**src/rtl/lfida_pkg.sv**
```systemverilog
`default_nettype none

package lfida_pkg;

    // Operation codes carried in the command
    localparam logic OP_ALLOC   = 1'b0;
    localparam logic OP_RELEASE = 1'b1;

    // Result status codes
    localparam logic [1:0] ST_ALLOCATED    = 2'd0;
    localparam logic [1:0] ST_RELEASED     = 2'd1;
    localparam logic [1:0] ST_NONE_FREE    = 2'd2;
    localparam logic [1:0] ST_OUT_OF_RANGE = 2'd3;

    // Register indexes on the configuration port
    localparam logic REG_BASE_ID  = 1'b0;
    localparam logic REG_ID_COUNT = 1'b1;

    // Reset values of the configuration registers
    localparam logic [12:0] BASE_ID_RST  = 13'd300;
    localparam logic [13:0] ID_COUNT_RST = 14'd4701;

    typedef struct packed {
        logic        opcode;
        logic [13:0] id_in;
    } t_cmd;

    typedef struct packed {
        logic [1:0]  status;
        logic [13:0] id_out;
    } t_result;

endpackage

`default_nettype wire

```
**src/rtl/lfida_pick.sv**
```systemverilog
`default_nettype none

// Lowest free bit of one bitmap word, limited to the first i_remain bits.
module lfida_pick
    import lfida_pkg::*;
#(
    parameter int WORD_BITS = 64,
    parameter int RW        = 14,
    parameter int IW        = $clog2(WORD_BITS)
) (
    input  wire logic [WORD_BITS-1:0] i_word,
    input  wire logic [RW-1:0]        i_remain,
    output logic                      o_found,
    output logic [IW-1:0]             o_index,
    output logic [WORD_BITS-1:0]      o_onehot
);

    logic [WORD_BITS-1:0] mask;
    logic [WORD_BITS-1:0] free_bits;

    always_comb begin
        for (int b = 0; b < WORD_BITS; b++) begin
            mask[b] = (RW'(b) < i_remain);
        end
    end

    assign free_bits = ~i_word & mask;
    // isolate the lowest set bit of the free map
    assign o_onehot  = free_bits & (~free_bits + WORD_BITS'(1));
    assign o_found   = |free_bits;

    always_comb begin
        o_index = '0;
        for (int b = 0; b < WORD_BITS; b++) begin
            if (o_onehot[b]) begin
                o_index = o_index | IW'(b);
            end
        end
    end

endmodule

`default_nettype wire

```
**config.mk**
```make
export PLATFORM = sky130hd
export DESIGN_NAME = lfida_pick
export DESIGN_NICKNAME = d
export VERILOG_FILES = /design/src/rtl/lfida_pkg.sv /design/src/rtl/lfida_pick.sv
export SDC_FILE = /design/constraint.sdc
export NUM_CORES = 1
export LEC_CHECK = 0
export ABC_CLOCK_PERIOD_IN_PS = 7600
export BUFFER_PORTS_ARGS = -buffer_cell sky130_fd_sc_hd__buf_2
export CAP_MARGIN = 10
export CORE_MARGIN = 3
export CORE_UTILIZATION = 35
export DETAILED_ROUTE_END_ITERATION = 8
export PLACE_DENSITY_LB_ADDON = 0.08
export SLEW_MARGIN = 0
export SYNTH_ARGS = -nofsm -noshare
export SYNTH_HDL_FRONTEND = slang
export SYNTH_SLANG_ARGS = --single-unit
```
**constraint.sdc**
```tcl
create_clock -name vclk -period 7.6
set_input_delay 2.28 -clock vclk [all_inputs]
set_output_delay 2.28 -clock vclk [all_outputs]
set_load 0.01 [all_outputs]
```
==> out/metrics.yaml <==
cells_and_area:
  drive_gt1_share_pct: 54.07
  fin_cells: 904
  seq_area_um2: 0
  final_cell_mix: "buf_4, buf_2, nor2_1, nand2_1, nor3_1"
  n_sequential_cell: 0
  final_common_cell: "buf_4"
  nets: 879
  syn2layout_area_growth_pct: 90.25
  clkbuf_count: 0
  insertedDiodeCount: 0
critical_path:
  critical_path_class: "in -> out"
  arrival_ns: 5.48
  cp.required_ns: 5.32
  start_kind: "input port"
  crit_fanout: 7
  end_kind: "output pin"
floorplanning:
  num_rows: 33
  dieArea_um2: 9883
  coreArea_um2: 8341
  die-width_um: 99.42
  initial_core_util_pct: 36.62
  die_y_um: 99.42
  num_io_pins: 149
power_and_ir_drop:
  p_switching_mw: 0.1008
  comb_power_share_pct: 100.0
  seqPwrFrac_pct: 0
  p_int_mw: 0.08841
  p_leak_nw: 2.924
  powerDensity_nw_per_um2: 32.56
  ir_worst_vdd_v: 0.00003389
  clockPowerShare_pct: 0
  switching_share_pct: 53.26
  power_mw: 0.1892
global_route:
  grt_max_degree: 18
  antenna_found_initial: 0
  grt_overflow: 0
  track_usage_pct: 35.42
  grt_pass1_vias: 5397
  grt_pass1_wl_mm: 28.11
run_status:
  status: "finished, violations left"
  violations: "negative setup slack"
synthesis:
  synth.avg_cell_area_um2: 6.363
  syn-cell-area_um2: 3054
  yosysSeqAreaShare_pct: 0
  ys_warn_count: 0
  synth_nets: 558
  synthCells: 480
  yosysUniqueCellTypes: 76
timing:
  tightest_slew_ns: 0.5705
  slew-limit-headroom_pct: 61.89
  rsz0062_at_grt: "true"
  min_period_ns: 7.761
  drv_slew: 0
  clock.fmax_mhz: 128.8
  fin_crit_sh_pct: 102.1
  setup_slack_ns: -0.1614
  setup_viol: 6
  hold_violations: 0
routing:
  route.met3.wl_mm: 1.554
  ant_nets: 0
  viasPerCell: 6.180
  routedWlPerCell_um: 20.44
  routedLengthMet1_mm: 7.078
  routed.top_layer: "met4"
  vias: 5587
  drc: 0
  drtIter0Drc: 425
  wirelength_mm: 18.48
  drt_pass1_iterations: 5
  wl_met2_mm: 8.670
placement:
  pre_cts_ws_ns: -0.3157
  dp_hpwl_mm: 15.39
  place.port_buffers: 149
  place_congestion: 1.054
  dp.cells: 885
clock_tree:
  hold_buffers: 0
run:
  maxCapViolCount: 0
hold_path:
  hold_path.class: "in -> out"
[kinds of logic after synthesis]
logic type	synth area share, %
and+or+nand+nor	55.55
buffers and inverters	8.521
AOI/OAI and AO/OA	35.93
[path summary, 6_finish.rpt]
kind,to,slack [ns],depth (start not counted),from
min,o_onehot[5],4.90,3,i_word[5]
max,o_index[5],-0.16,13,i_remain[10]
[routing by layer]
metal  GRT usage [%]  vias up
met1           44.30     2567
li1                -     2571
met3           2.174       84
met2           61.47      365
met5               0        -
met4           17.33        0
[stage by stage]
stage / hold WS (ns) / utilization [%] / setup TNS [ns] / instance area, µm²
3_5_place_dp: 4.897 / 62.89 / -1.409 / 5245
4_1_cts: 4.898 / 67.30 / -0.3411 / 5613
5_1_grt: 4.911 / 69.67 / -1.476 / 5811
6_report: 4.899 / 69.67 / -0.5228 / 5811
2_1_floorplan: 4.594 / - / 0 / 3060
3_3_place_gp: 4.895 / 62.89 / -1.051 / 5245
[Yosys cell counts, types with 3 or more instances]
cell       number  area share, %
and2_1         14            2.9
nor2_1         50            6.1
and4b_1         4            1.3
nor4_2          3            1.2
nand4_1        11            2.3
nor4_1         13            2.7
o311ai_0        3           0.86
a41o_1          8            2.6
o211ai_1        5            1.2
o2111ai_1       5            1.4
buf_2          13            2.1
nor2b_1         6            1.2
nand2b_1        5            1.0
or3_1           6            1.2
nand4b_1        7            2.0
a21oi_1        22            3.6
nand2_1        37            4.5
clkbuf_1       16            2.0
o21bai_1        4           0.98
nor3_1         27            4.4
o21ai_0        13            2.1
nor4b_1         6            1.7
o31ai_1         3           0.74
buf_4           3           0.74
nor3b_1        10            2.5
inv_1          19            2.3
and4_1          3           0.86
a21o_1         12            2.9
o41ai_1         4            1.1
and3_1         17            3.5
or4_1          11            2.7
a211oi_1        7            1.7
nor4bb_1        3           0.98
or2_2          10            2.0
a2111oi_0       4            1.1
o22ai_1         3           0.61
a41oi_1        13            3.7
nand3_1        21            3.4
a31oi_1        12            2.5
[repair_timing]
item / in CTS / in global routing
hold endpoints to repair: 0 / 0
resized for setup: 46 / 32
pin swaps: 20 / 4
setup endpoints to repair: 8 / 19
gates cloned: 1 / 0
buffers inserted: 9 / 9
[critical path, stage by stage]
cell and delay [ns]:
buf_8 0.10, nor4_4 0.30, buf_4 0.17, buf_12 0.12, a41oi_2 0.13, a2111o_1 0.41
or4b_4 0.55, or4_4 0.43, or4b_4 0.51, o31ai_4 0.08, or4_4 0.16, nand4b_1 0.09
buf_2 0.15
[power groups by stage]
stage | Clock, mW | Combinational [mW] | Sequential [mW]
after floorplan | 0 | 0.0719 | 0
after global placement | 0 | 0.166 | 0
after detailed placement | 0 | 0.168 | 0
after CTS | 0 | 0.178 | 0
after global routing | 0 | 0.201 | 0
final | 0 | 0.189 | 0
[layout make-up]
class | count | area, µm²
Multi-Input combinational cell | 425 | 3149
Fill cell | 725 | 2530
Inverter | 19 | 71.32
Timing Repair Buffer | 355 | 2459
Tap cell | 105 | 131.4
(Power assumes the default switching activity.)
